==> src/rtl/slpg_pkg.sv <==
// ----------------------------------------------------------------------------
// slpg_pkg
// Types and constants shared by the status LED pattern generator modules.
// ----------------------------------------------------------------------------
package slpg_pkg;

	localparam int LEVEL_W    = 8;
	localparam int MODE_W     = 3;
	localparam int PIX_IDX_W  = 5;
	localparam int CFG_IDX_W  = 4;
	localparam int REG_SEL_W  = 3;
	localparam int NUM_REGS   = 8;
	localparam int REC_PHASE_W = 4;
	localparam int MARQUEE_W  = 8;
	localparam int QUEUE_DEPTH = 2;

	localparam logic [CFG_IDX_W-1:0] REG_BREATHE_MIN  = 4'd0;
	localparam logic [CFG_IDX_W-1:0] REG_BREATHE_MAX  = 4'd1;
	localparam logic [CFG_IDX_W-1:0] REG_BREATHE_INC  = 4'd2;
	localparam logic [CFG_IDX_W-1:0] REG_NORMAL_BRIGHT = 4'd3;
	localparam logic [CFG_IDX_W-1:0] REG_FLASH_BRIGHT = 4'd4;
	localparam logic [CFG_IDX_W-1:0] REG_REC_BRIGHT   = 4'd5;
	localparam logic [CFG_IDX_W-1:0] REG_REC_DIM      = 4'd6;
	localparam logic [CFG_IDX_W-1:0] REG_FLASH_TICKS  = 4'd7;

	localparam logic [LEVEL_W-1:0] REG_RESET [NUM_REGS] = '{
		8'd8, 8'd128, 8'd8, 8'd64, 8'd255, 8'd128, 8'd8, 8'd5
	};

	localparam logic [MODE_W-1:0] MODE_IDLE     = 3'd0;
	localparam logic [MODE_W-1:0] MODE_TRACKING = 3'd1;
	localparam logic [MODE_W-1:0] MODE_LOCK     = 3'd2;
	localparam logic [MODE_W-1:0] MODE_SEARCH   = 3'd3;

	localparam logic [LEVEL_W-1:0] LEVEL_FULL = 8'hFF;
	localparam logic [LEVEL_W-1:0] LEVEL_OFF  = 8'h00;
	localparam logic [LEVEL_W-1:0] MARQUEE_MID  = 8'd96;
	localparam logic [LEVEL_W-1:0] MARQUEE_TAIL = 8'd36;

	typedef struct packed {
		logic [LEVEL_W-1:0]   red;
		logic [LEVEL_W-1:0]   green;
		logic [LEVEL_W-1:0]   blue;
		logic [LEVEL_W-1:0]   bright;
		logic                 marquee;
		logic [PIX_IDX_W-1:0] h0;
		logic [PIX_IDX_W-1:0] a0;
		logic [PIX_IDX_W-1:0] b0;
		logic [PIX_IDX_W-1:0] h1;
		logic [PIX_IDX_W-1:0] a1;
		logic [PIX_IDX_W-1:0] b1;
	} slpg_tick_t;

endpackage

==> src/rtl/slpg_front.sv <==
// ----------------------------------------------------------------------------
// slpg_front
// Holds the configuration registers and animation state, classifies each
// tick item and produces its frame descriptor.
// ----------------------------------------------------------------------------
module slpg_front #(
	parameter int CHAIN0_PIXELS = 8,
	parameter int CHAIN1_PIXELS = 8
) (
	input  logic                          clk,
	input  logic                          arst_n,
	input  logic                          cfg_valid,
	input  logic [slpg_pkg::CFG_IDX_W-1:0] cfg_index,
	input  logic [slpg_pkg::LEVEL_W-1:0]   cfg_data,
	input  logic                          accept,
	input  logic [slpg_pkg::MODE_W-1:0]    track_mode,
	input  logic                          recording_on,
	input  logic                          photo_event,
	output slpg_pkg::slpg_tick_t          tick
);
	import slpg_pkg::*;

	localparam logic [PIX_IDX_W-1:0] N0M1 = PIX_IDX_W'(CHAIN0_PIXELS - 1);
	localparam logic [PIX_IDX_W-1:0] N0M2 = PIX_IDX_W'(CHAIN0_PIXELS - 2);
	localparam logic [PIX_IDX_W-1:0] N1M1 = PIX_IDX_W'(CHAIN1_PIXELS - 1);
	localparam logic [PIX_IDX_W-1:0] N1M2 = PIX_IDX_W'(CHAIN1_PIXELS - 2);

	logic [LEVEL_W-1:0]     regs_q [NUM_REGS];
	logic [LEVEL_W-1:0]     breathe_level_q;
	logic                   breathe_rising_q;
	logic [LEVEL_W-1:0]     flash_q;
	logic [REC_PHASE_W-1:0] record_q;
	logic                   search_q;
	logic [MARQUEE_W-1:0]   marquee_q;
	logic [PIX_IDX_W-1:0]   m0_q;
	logic [PIX_IDX_W-1:0]   m1_q;

	logic [LEVEL_W-1:0]     r_min, r_max, r_inc, r_norm, r_fbright, r_rbright, r_rdim, r_fticks;
	logic [LEVEL_W-1:0]     cd;
	logic                   flash;
	logic [REC_PHASE_W-1:0] rec_next;
	logic                   search_next;
	logic [LEVEL_W:0]       up_sum;
	logic [LEVEL_W:0]       dn_lim;
	logic [PIX_IDX_W-1:0]   h1;

	assign r_min     = regs_q[REG_SEL_W'(REG_BREATHE_MIN)];
	assign r_max     = regs_q[REG_SEL_W'(REG_BREATHE_MAX)];
	assign r_inc     = regs_q[REG_SEL_W'(REG_BREATHE_INC)];
	assign r_norm    = regs_q[REG_SEL_W'(REG_NORMAL_BRIGHT)];
	assign r_fbright = regs_q[REG_SEL_W'(REG_FLASH_BRIGHT)];
	assign r_rbright = regs_q[REG_SEL_W'(REG_REC_BRIGHT)];
	assign r_rdim    = regs_q[REG_SEL_W'(REG_REC_DIM)];
	assign r_fticks  = regs_q[REG_SEL_W'(REG_FLASH_TICKS)];

	assign cd          = photo_event ? r_fticks : flash_q;
	assign flash       = (cd != LEVEL_OFF);
	assign rec_next    = record_q + REC_PHASE_W'(1);
	assign search_next = ~search_q;
	assign up_sum      = {1'b0, breathe_level_q} + {1'b0, r_inc};
	assign dn_lim      = {1'b0, r_min} + {1'b0, r_inc};
	assign h1          = N1M1 - m1_q;

	always_comb begin
		tick         = '0;
		tick.blue    = LEVEL_FULL;
		tick.bright  = breathe_level_q;
		tick.marquee = 1'b0;
		priority if (flash) begin
			tick.red    = LEVEL_FULL;
			tick.green  = LEVEL_FULL;
			tick.blue   = LEVEL_FULL;
			tick.bright = r_fbright;
		end else if (recording_on) begin
			tick.red  = LEVEL_FULL;
			tick.blue = LEVEL_OFF;
			if (rec_next <= REC_PHASE_W'(1) ||
			    (rec_next >= REC_PHASE_W'(4) && rec_next <= REC_PHASE_W'(5))) begin
				tick.bright = r_rbright;
			end else begin
				tick.bright = r_rdim;
			end
		end else begin
			unique case (track_mode)
				MODE_IDLE: begin
					tick.bright = breathe_level_q;
				end
				MODE_TRACKING: begin
					tick.blue    = LEVEL_OFF;
					tick.green   = LEVEL_FULL;
					tick.bright  = r_norm;
					tick.marquee = 1'b1;
				end
				MODE_LOCK: begin
					tick.blue   = LEVEL_OFF;
					tick.red    = LEVEL_FULL;
					tick.green  = LEVEL_FULL;
					tick.bright = r_norm;
				end
				MODE_SEARCH: begin
					tick.blue   = LEVEL_OFF;
					tick.red    = LEVEL_FULL;
					tick.bright = search_next ? r_norm : r_min;
				end
				default: begin
					tick.bright = r_norm;
				end
			endcase
		end
		tick.h0 = m0_q;
		tick.a0 = (m0_q == '0) ? N0M1 : m0_q - PIX_IDX_W'(1);
		tick.b0 = (m0_q >= PIX_IDX_W'(2)) ? m0_q - PIX_IDX_W'(2) : m0_q + N0M2;
		tick.h1 = h1;
		tick.a1 = (h1 == N1M1) ? '0 : h1 + PIX_IDX_W'(1);
		tick.b1 = (h1 >= N1M2) ? h1 - N1M2 : h1 + PIX_IDX_W'(2);
	end

	always_ff @(posedge clk or negedge arst_n) begin
		if (!arst_n) begin
			for (int i = 0; i < NUM_REGS; i++) begin
				regs_q[i] <= REG_RESET[i];
			end
		end else if (cfg_valid && cfg_index < CFG_IDX_W'(NUM_REGS)) begin
			regs_q[cfg_index[REG_SEL_W-1:0]] <= cfg_data;
		end
	end

	always_ff @(posedge clk or negedge arst_n) begin
		if (!arst_n) begin
			breathe_level_q  <= REG_RESET[0];
			breathe_rising_q <= 1'b1;
			flash_q          <= '0;
			record_q         <= '0;
			search_q         <= 1'b0;
			marquee_q        <= '0;
			m0_q             <= '0;
			m1_q             <= '0;
		end else if (accept) begin
			flash_q <= flash ? cd - LEVEL_W'(1) : cd;
			if (!flash && recording_on) begin
				record_q <= rec_next;
			end
			if (!flash && !recording_on && track_mode == MODE_SEARCH) begin
				search_q <= search_next;
			end
			if (tick.marquee) begin
				marquee_q <= marquee_q + MARQUEE_W'(1);
				if (marquee_q == {MARQUEE_W{1'b1}}) begin
					m0_q <= '0;
					m1_q <= '0;
				end else begin
					m0_q <= (m0_q == N0M1) ? '0 : m0_q + PIX_IDX_W'(1);
					m1_q <= (m1_q == N1M1) ? '0 : m1_q + PIX_IDX_W'(1);
				end
			end
			if (breathe_rising_q) begin
				if (up_sum < {1'b0, r_max}) begin
					breathe_level_q <= up_sum[LEVEL_W-1:0];
				end else begin
					breathe_level_q  <= r_max;
					breathe_rising_q <= 1'b0;
				end
			end else begin
				if ({1'b0, breathe_level_q} > dn_lim) begin
					breathe_level_q <= breathe_level_q - r_inc;
				end else begin
					breathe_level_q  <= r_min;
					breathe_rising_q <= 1'b1;
				end
			end
		end
	end

endmodule

==> src/rtl/slpg_queue.sv <==
// ----------------------------------------------------------------------------
// slpg_queue
// Short queue of frame descriptors between the classifier and the emitter.
// ----------------------------------------------------------------------------
module slpg_queue (
	input  logic                 clk,
	input  logic                 arst_n,
	input  logic                 wr_en,
	input  slpg_pkg::slpg_tick_t wr_data,
	output logic                 full,
	input  logic                 rd_en,
	output logic                 rd_valid,
	output slpg_pkg::slpg_tick_t rd_data
);
	import slpg_pkg::*;

	localparam int PTR_W = (QUEUE_DEPTH > 1) ? $clog2(QUEUE_DEPTH) : 1;
	localparam int CNT_W = $clog2(QUEUE_DEPTH + 1);

	slpg_tick_t       mem_q [QUEUE_DEPTH];
	logic [PTR_W-1:0] wr_ptr_q;
	logic [PTR_W-1:0] rd_ptr_q;
	logic [CNT_W-1:0] count_q;
	logic             do_wr;
	logic             do_rd;

	assign full     = (count_q == CNT_W'(QUEUE_DEPTH));
	assign rd_valid = (count_q != '0);
	assign rd_data  = mem_q[rd_ptr_q];
	assign do_wr    = wr_en && !full;
	assign do_rd    = rd_en && rd_valid;

	always_ff @(posedge clk) begin
		if (do_wr) begin
			mem_q[wr_ptr_q] <= wr_data;
		end
	end

	always_ff @(posedge clk or negedge arst_n) begin
		if (!arst_n) begin
			wr_ptr_q <= '0;
			rd_ptr_q <= '0;
			count_q  <= '0;
		end else begin
			if (do_wr) begin
				wr_ptr_q <= (wr_ptr_q == PTR_W'(QUEUE_DEPTH - 1)) ? '0 : wr_ptr_q + PTR_W'(1);
			end
			if (do_rd) begin
				rd_ptr_q <= (rd_ptr_q == PTR_W'(QUEUE_DEPTH - 1)) ? '0 : rd_ptr_q + PTR_W'(1);
			end
			priority if (do_wr && !do_rd) begin
				count_q <= count_q + CNT_W'(1);
			end else if (do_rd && !do_wr) begin
				count_q <= count_q - CNT_W'(1);
			end else begin
				count_q <= count_q;
			end
		end
	end

endmodule

==> src/rtl/slpg_back.sv <==
// ----------------------------------------------------------------------------
// slpg_back
// Walks the pixels of chain 0, then of chain 1 when SECOND_CHAIN_PRESENT is set,
// for each frame descriptor and holds one result item in the output register.
// ----------------------------------------------------------------------------
module slpg_back #(
	parameter int CHAIN0_PIXELS        = 8,
	parameter int CHAIN1_PIXELS        = 8,
	parameter int SECOND_CHAIN_PRESENT = 1
) (
	input  logic                           clk,
	input  logic                           arst_n,
	input  logic                           q_valid,
	input  slpg_pkg::slpg_tick_t           q_data,
	output logic                           q_pop,
	input  logic                           pop,
	output logic                           empty,
	output logic                           chain_select,
	output logic [slpg_pkg::PIX_IDX_W-1:0] pixel_index,
	output logic [slpg_pkg::LEVEL_W-1:0]   red_level,
	output logic [slpg_pkg::LEVEL_W-1:0]   green_level,
	output logic [slpg_pkg::LEVEL_W-1:0]   blue_level,
	output logic [slpg_pkg::LEVEL_W-1:0]   global_brightness,
	output logic                           frame_last
);
	import slpg_pkg::*;

	localparam logic [PIX_IDX_W-1:0] N0M1 = PIX_IDX_W'(CHAIN0_PIXELS - 1);
	localparam logic [PIX_IDX_W-1:0] N1M1 = PIX_IDX_W'(CHAIN1_PIXELS - 1);
	localparam logic LAST_CHAIN = (SECOND_CHAIN_PRESENT != 0) ? 1'b1 : 1'b0;

	slpg_tick_t           cur_q;
	logic                 busy_q;
	logic                 chain_q;
	logic [PIX_IDX_W-1:0] idx_q;
	logic                 ov_q;

	logic                 adv;
	logic                 chain_end;
	logic                 at_end;
	logic                 load;
	logic [PIX_IDX_W-1:0] hd, ta, tb;
	logic [LEVEL_W-1:0]   pr, pg, pb;

	assign adv       = busy_q && (!ov_q || pop);
	assign chain_end = (idx_q == (chain_q ? N1M1 : N0M1));
	assign at_end    = (chain_q == LAST_CHAIN) && chain_end;
	assign load      = q_valid && (!busy_q || (adv && at_end));
	assign q_pop     = load;
	assign empty     = !ov_q;

	assign hd = chain_q ? cur_q.h1 : cur_q.h0;
	assign ta = chain_q ? cur_q.a1 : cur_q.a0;
	assign tb = chain_q ? cur_q.b1 : cur_q.b0;

	always_comb begin
		pr = cur_q.red;
		pg = cur_q.green;
		pb = cur_q.blue;
		if (cur_q.marquee) begin
			pr = LEVEL_OFF;
			pb = LEVEL_OFF;
			priority if (idx_q == hd) begin
				pg = LEVEL_FULL;
			end else if (idx_q == ta) begin
				pg = MARQUEE_MID;
			end else if (idx_q == tb) begin
				pg = MARQUEE_TAIL;
			end else begin
				pg = LEVEL_OFF;
			end
		end
	end

	always_ff @(posedge clk) begin
		if (load) begin
			cur_q <= q_data;
		end
	end

	always_ff @(posedge clk or negedge arst_n) begin
		if (!arst_n) begin
			busy_q  <= 1'b0;
			chain_q <= 1'b0;
			idx_q   <= '0;
		end else if (load) begin
			busy_q  <= 1'b1;
			chain_q <= 1'b0;
			idx_q   <= '0;
		end else if (adv) begin
			if (at_end) begin
				busy_q <= 1'b0;
			end else if (chain_end) begin
				chain_q <= 1'b1;
				idx_q   <= '0;
			end else begin
				idx_q <= idx_q + PIX_IDX_W'(1);
			end
		end
	end

	always_ff @(posedge clk) begin
		if (adv) begin
			chain_select      <= chain_q;
			pixel_index       <= idx_q;
			red_level         <= pr;
			green_level       <= pg;
			blue_level        <= pb;
			global_brightness <= cur_q.bright;
			frame_last        <= at_end;
		end
	end

	always_ff @(posedge clk or negedge arst_n) begin
		if (!arst_n) begin
			ov_q <= 1'b0;
		end else if (adv) begin
			ov_q <= 1'b1;
		end else if (pop) begin
			ov_q <= 1'b0;
		end
	end

	a_last_on_last_chain : assert property (@(posedge clk) disable iff (!arst_n)
		(ov_q && frame_last) |-> (chain_select == LAST_CHAIN))
		else $error("frame end flagged on the wrong chain");

	a_index_in_chain : assert property (@(posedge clk) disable iff (!arst_n)
		ov_q |-> (pixel_index <= (chain_select ? N1M1 : N0M1)))
		else $error("pixel index beyond its chain");

	a_frame_starts_at_zero : assert property (@(posedge clk) disable iff (!arst_n)
		$rose(busy_q) |-> (idx_q == '0 && chain_q == 1'b0))
		else $error("frame walk did not start at the first pixel");

endmodule

==> src/rtl/status_led_pattern_generator.sv <==
// ----------------------------------------------------------------------------
// status_led_pattern_generator
// Turns animation ticks into per-pixel colour items for two LED chains.
// ----------------------------------------------------------------------------
// A tick item is taken and queued (two entries); each tick then
// yields CHAIN0_PIXELS + CHAIN1_PIXELS result items (CHAIN0_PIXELS alone when
// SECOND_CHAIN_PRESENT is 0), one per cycle while pop keeps up, chain 0 first,
// frame_last on the final one. The pixel walker sets the sustained rate, with no
// gap between frames. Configuration writes are always ready and belong in idle
// periods.
module status_led_pattern_generator #(
	parameter int CHAIN0_PIXELS        = 8,
	parameter int CHAIN1_PIXELS        = 8,
	parameter int SECOND_CHAIN_PRESENT = 1
) (
	input  logic                           clk,
	input  logic                           arst_n,
	input  logic                           cfg_valid,
	output logic                           cfg_ready,
	input  logic [slpg_pkg::CFG_IDX_W-1:0] cfg_index,
	input  logic [slpg_pkg::LEVEL_W-1:0]   cfg_data,
	input  logic                           push,
	output logic                           full,
	input  logic [slpg_pkg::MODE_W-1:0]    track_mode,
	input  logic                           recording_on,
	input  logic                           photo_event,
	input  logic                           pop,
	output logic                           empty,
	output logic                           chain_select,
	output logic [slpg_pkg::PIX_IDX_W-1:0] pixel_index,
	output logic [slpg_pkg::LEVEL_W-1:0]   red_level,
	output logic [slpg_pkg::LEVEL_W-1:0]   green_level,
	output logic [slpg_pkg::LEVEL_W-1:0]   blue_level,
	output logic [slpg_pkg::LEVEL_W-1:0]   global_brightness,
	output logic                           frame_last
);
	import slpg_pkg::*;

	slpg_tick_t tick;
	slpg_tick_t q_data;
	logic       accept;
	logic       q_valid;
	logic       q_pop;

	assign cfg_ready = 1'b1;
	assign accept    = push && !full;

	slpg_front #(
		.CHAIN0_PIXELS(CHAIN0_PIXELS),
		.CHAIN1_PIXELS(CHAIN1_PIXELS)
	) u_front (
		.clk         (clk),
		.arst_n      (arst_n),
		.cfg_valid   (cfg_valid && cfg_ready),
		.cfg_index   (cfg_index),
		.cfg_data    (cfg_data),
		.accept      (accept),
		.track_mode  (track_mode),
		.recording_on(recording_on),
		.photo_event (photo_event),
		.tick        (tick)
	);

	slpg_queue u_queue (
		.clk     (clk),
		.arst_n  (arst_n),
		.wr_en   (push),
		.wr_data (tick),
		.full    (full),
		.rd_en   (q_pop),
		.rd_valid(q_valid),
		.rd_data (q_data)
	);

	slpg_back #(
		.CHAIN0_PIXELS       (CHAIN0_PIXELS),
		.CHAIN1_PIXELS       (CHAIN1_PIXELS),
		.SECOND_CHAIN_PRESENT(SECOND_CHAIN_PRESENT)
	) u_back (
		.clk              (clk),
		.arst_n           (arst_n),
		.q_valid          (q_valid),
		.q_data           (q_data),
		.q_pop            (q_pop),
		.pop              (pop),
		.empty            (empty),
		.chain_select     (chain_select),
		.pixel_index      (pixel_index),
		.red_level        (red_level),
		.green_level      (green_level),
		.blue_level       (blue_level),
		.global_brightness(global_brightness),
		.frame_last       (frame_last)
	);

endmodule

==> config.mk <==
export PLATFORM = sky130hd
export DESIGN_NAME = status_led_pattern_generator
export DESIGN_NICKNAME = d
export VERILOG_FILES = /design/src/rtl/slpg_pkg.sv /design/src/rtl/slpg_front.sv /design/src/rtl/slpg_queue.sv /design/src/rtl/slpg_back.sv /design/src/rtl/status_led_pattern_generator.sv
export SDC_FILE = /design/constraint.sdc
export NUM_CORES = 1
export LEC_CHECK = 0
export BUFFER_PORTS_ARGS = -buffer_cell sky130_fd_sc_hd__buf_4
export CORE_UTILIZATION = 69
export CTS_BUF_LIST = sky130_fd_sc_hd__clkbuf_2
export DETAILED_ROUTE_END_ITERATION = 12
export GPL_ROUTABILITY_DRIVEN = 0
export GPL_TIMING_DRIVEN = 0
export HOLD_SLACK_MARGIN = 0.15
export PLACE_DENSITY = 0.95
export SLEW_MARGIN = 5
export SYNTH_ARGS = -nofsm -noshare
export SYNTH_HDL_FRONTEND = slang
export SYNTH_HIERARCHICAL = 1
export SYNTH_SLANG_ARGS = --single-unit
==> constraint.sdc <==
create_clock -name clk -period 7 [get_ports clk]
set_input_delay 0.7 -clock clk [delete_from_list [all_inputs] [get_ports clk]]
set_output_delay 0.7 -clock clk [all_outputs]
set_load 0.02 [all_outputs]
==> results.cfg <==
[run_status]
run_status = finished clean

[floorplanning]
dieArea_um2 = 24100
die_h_um = 155
core_area_um2 = 22800
die_x_um = 155
initial_utilization_pct = 71.0
ios = 64
rows = 55

[setup_path]
reg2reg_from = u_front/r_inc[3]$_DFFE_PN1P_
path_class = reg2reg
end_kind = register
required_ns = 7.79
ff2ff_setup_slack_ns = 2.72
cp-start-kind = register
worstReg2RegEnd = u_front/breathe_level_q[5]$_DFFE_PN0P_
path_max_fanout = 10
arrival_ns = 5.08
reg2regPathDepth = 16

[placement]
dp_hpwl_um = 23700
io_buffers = 59
place_area_um2 = 17200

[finish]
fin_util_pct = 79.1
fin_area_um2 = 18100
fillCellCount = 1197
fin_nets = 1378
drive_gt1_share_pct = 29.9
area_growth_pct = 11.4

[logic_synthesis]
synth_area_leader_cell = edfxtp_1
synth_warnings = 6
synth_cell_types = 72
synth_edf_count = 228
syn_area_um2 = 16200
synth_top_area_share_pct = 42.2
synth_seq_cells = 344
synthArstFlopShare_pct = 33.7
syn_inst = 1140
synth_fp_nets = 1221
postSynthAreaPerCell_um2 = 14.2
yosysSeqAreaShare_pct = 60.2
synth_commonest_cells = edfxtp_1 (228), dfrtp_1 (98), mux2_2 (78), mux2_4 (60), ha_1 (56)
ys_top_cells_by_area = edfxtp_1 (42%), dfrtp_1 (15%), mux2_4 (5.6%)
synth_flop_cell = edfxtp_1
synth_most_common_cell = edfxtp_1

[sta]
setup_viol = 0
fin_tns_setup_ns = 0
min_period_over_period_pct = 61.2
worst_pin_slew_ns = 1.31
max_slew_margin_pct = 12.3
rsz0062_at_grt = no
slew_violations = 0
period_needed_ns = 4.28
max_freq_mhz = 233
skew_ns = 0.0901
hold_viol_final = 0

[clock_tree]
cts_max_level = 3
root_buffer = clkbuf_2
clock-sinks = 344
insertion_delay_ns = 0.96
ctsLongestPathBuffers = 3
clkTransAtPathRegs_ns = 0.10
cts_tree = yes
numCtsBuffers = 82
post_cts_resized = 0

[detailed_routing]
wl_per_cell_um = 22.2
drt_pre_antenna_iters = 6
vias = 10400
via_per_inst = 6.18
drt_iter0_drc = 942
ant_nets = 0
wirelength_um = 37300
drc_errors = 0

[global_routing]
grtUsageTotal_pct = 32.2
grt-ovfl-total = 0
grt_first_pass_wirelength_um = 58300
antenna_found_initial = 2
grt_pass1_vias = 10900
grt_max_degree = 71

[min_path]
worstHoldEndpoint = u_queue/wr_ptr_q$_DFFE_PN0N_
hp-start = push
min_path_type = in2reg
hold-path-cell-count = 3

[power_and_ir_drop]
power_leakage_nw = 7.08
ir_drop_uv = 370
power.density_nw_per_um2 = 372

[job]
cap_violations = 0
## sequential cells by signal, summed over array words and instances, names as in the netlist, 8 cells and up
register and flops:
u_front/r_norm 8, u_back/cur_q 63, u_queue/mem_q 126, u_front/r_inc 8
u_front/r_max 8, u_back/blue_level 8, u_front/r_fticks 8, u_front/flash_q 8
u_front/breathe_level_q 8, u_front/r_rbright 8, u_front/r_rdim 8, u_front/marquee_q 8
u_back/red_level 8, u_back/global_brightness 8, u_front/r_fbright 8, u_back/green_level 8
u_front/r_min 8
## cells by family (layout without fill, tap and decap cells)
family	Yosys count	in the layout	synth area share (%)
compound gates	170	170	7.37
xor+xnor	59	59	3.19
fa+ha+maj	59	59	4.69
buf+inv	117	340	4.25
flops	344	344	60.2
mux	171	171	13.0
other cells	1	4	0.0231
simple gates	219	219	7.22
## worst max-delay path by stage
stage,start,endpoint,slack [ns],cells past startpoint
final,u_front/r_inc[3]$_DFFE_PN1P_,u_front/breathe_level_q[5]$_DFFE_PN0P_,2.72,16
after global routing,u_front/breathe_level_q[2]$_DFFE_PN0P_,u_front/breathe_level_q[5]$_DFFE_PN0P_,2.53,14
after CTS,u_front/r_inc[3]$_DFFE_PN1P_,u_front/breathe_level_q[5]$_DFFE_PN0P_,2.76,16
after global placement,push,u_queue/mem_q[0][2]$_DFFE_PP_,1.68,3
after floorplan,pop,u_queue/count_q[1]$_DFFE_PN0P_,3.04,9
after detailed placement,photo_event,u_queue/mem_q[0][42]$_DFFE_PP_,2.12,10
## metal layers
metal  wire length (µm)  vias to the layer above  GRT usage, %
met5                  0                        -             0
met4               1720                        0          16.7
met3               2450                      163          6.35
met2              19200                      555          57.5
met1              13900                     5095          36.8
li1                   -                     4557             -
## critical path, cell delays in order, from the launching register on
cell	delay, ns
dfstp_2	0.58
inv_1	0.05
ha_1	0.28
clkbuf_1	0.34
nand2b_1	0.16
a21o_1	0.15
nand3b_1	0.11
a21o_1	0.21
and2_1	0.16
ha_1	0.19
or4_4	0.50
a211oi_1	0.25
a211oi_1	0.12
or2_1	0.26
buf_6	0.15
mux2_4	0.30
a221o_1	0.32
## cell usage in the layout (no fill, tap or decap), types with 10 or more instances in the layout
cell type      netlist  final
edfxtp_1           228    228
clkbuf_2             0    127
dfrtp_1             98     98
buf_4               26     84
mux2_2              78     78
mux2_4              60     60
ha_1                56     56
inv_1               46     46
nor2_1              46     45
xnor2_1             35     35
nand2_1             34     34
a21oi_1             33     33
mux2i_1             32     32
nor2b_1             29     29
clkbuf_1            30     28
xor2_1              24     24
nor3_1              24     24
a211oi_1            22     22
o21ai_0             20     20
nand3_1             18     18
dfstp_2             18     18
clkinv_1             0     17
o21ai_1             11     11
dlygate4sd3_1        0     10
nand4_1             10     10
o21a_1              10     10
## layout make-up
class	count	area [µm²]	area share, %
well taps	313	392	2.17
diodes	3	7.51	0.0415
clock inverters	24	165	0.914
plain buffers	71	522	2.89
multi-input cells	679	5780	32.0
inverters	46	173	0.955
flip-flops and latches	344	9770	54.1
clock buffers	126	631	3.49
repair buffers	73	634	3.51
## report_power, final
group | internal, W | switching (W)
sequential | 0.00263 | 0.000266
clock | 0.000557 | 0.000819
combinational | 0.00109 | 0.00137
total | 0.00428 | 0.00245
## what timing repair did
action,in CTS,in global routing
setup buffers,0,0
endpoints found under the hold margin,118,1
hold buffers,9,1
## metrics by stage
stage	power [W]	instances	setup slack, ns	hold WS (ns)
2_1_floorplan	0.00464	1140	3.04	0.400
3_3_place_gp	0.00509	1512	1.68	0.404
6_report	0.00673	1679	2.72	0.217
3_5_place_dp	0.00528	1516	2.12	0.405
5_1_grt	0.00705	1679	2.53	0.164
4_1_cts	0.00670	1675	2.76	0.161
Power figures use the tool's default switching activity.
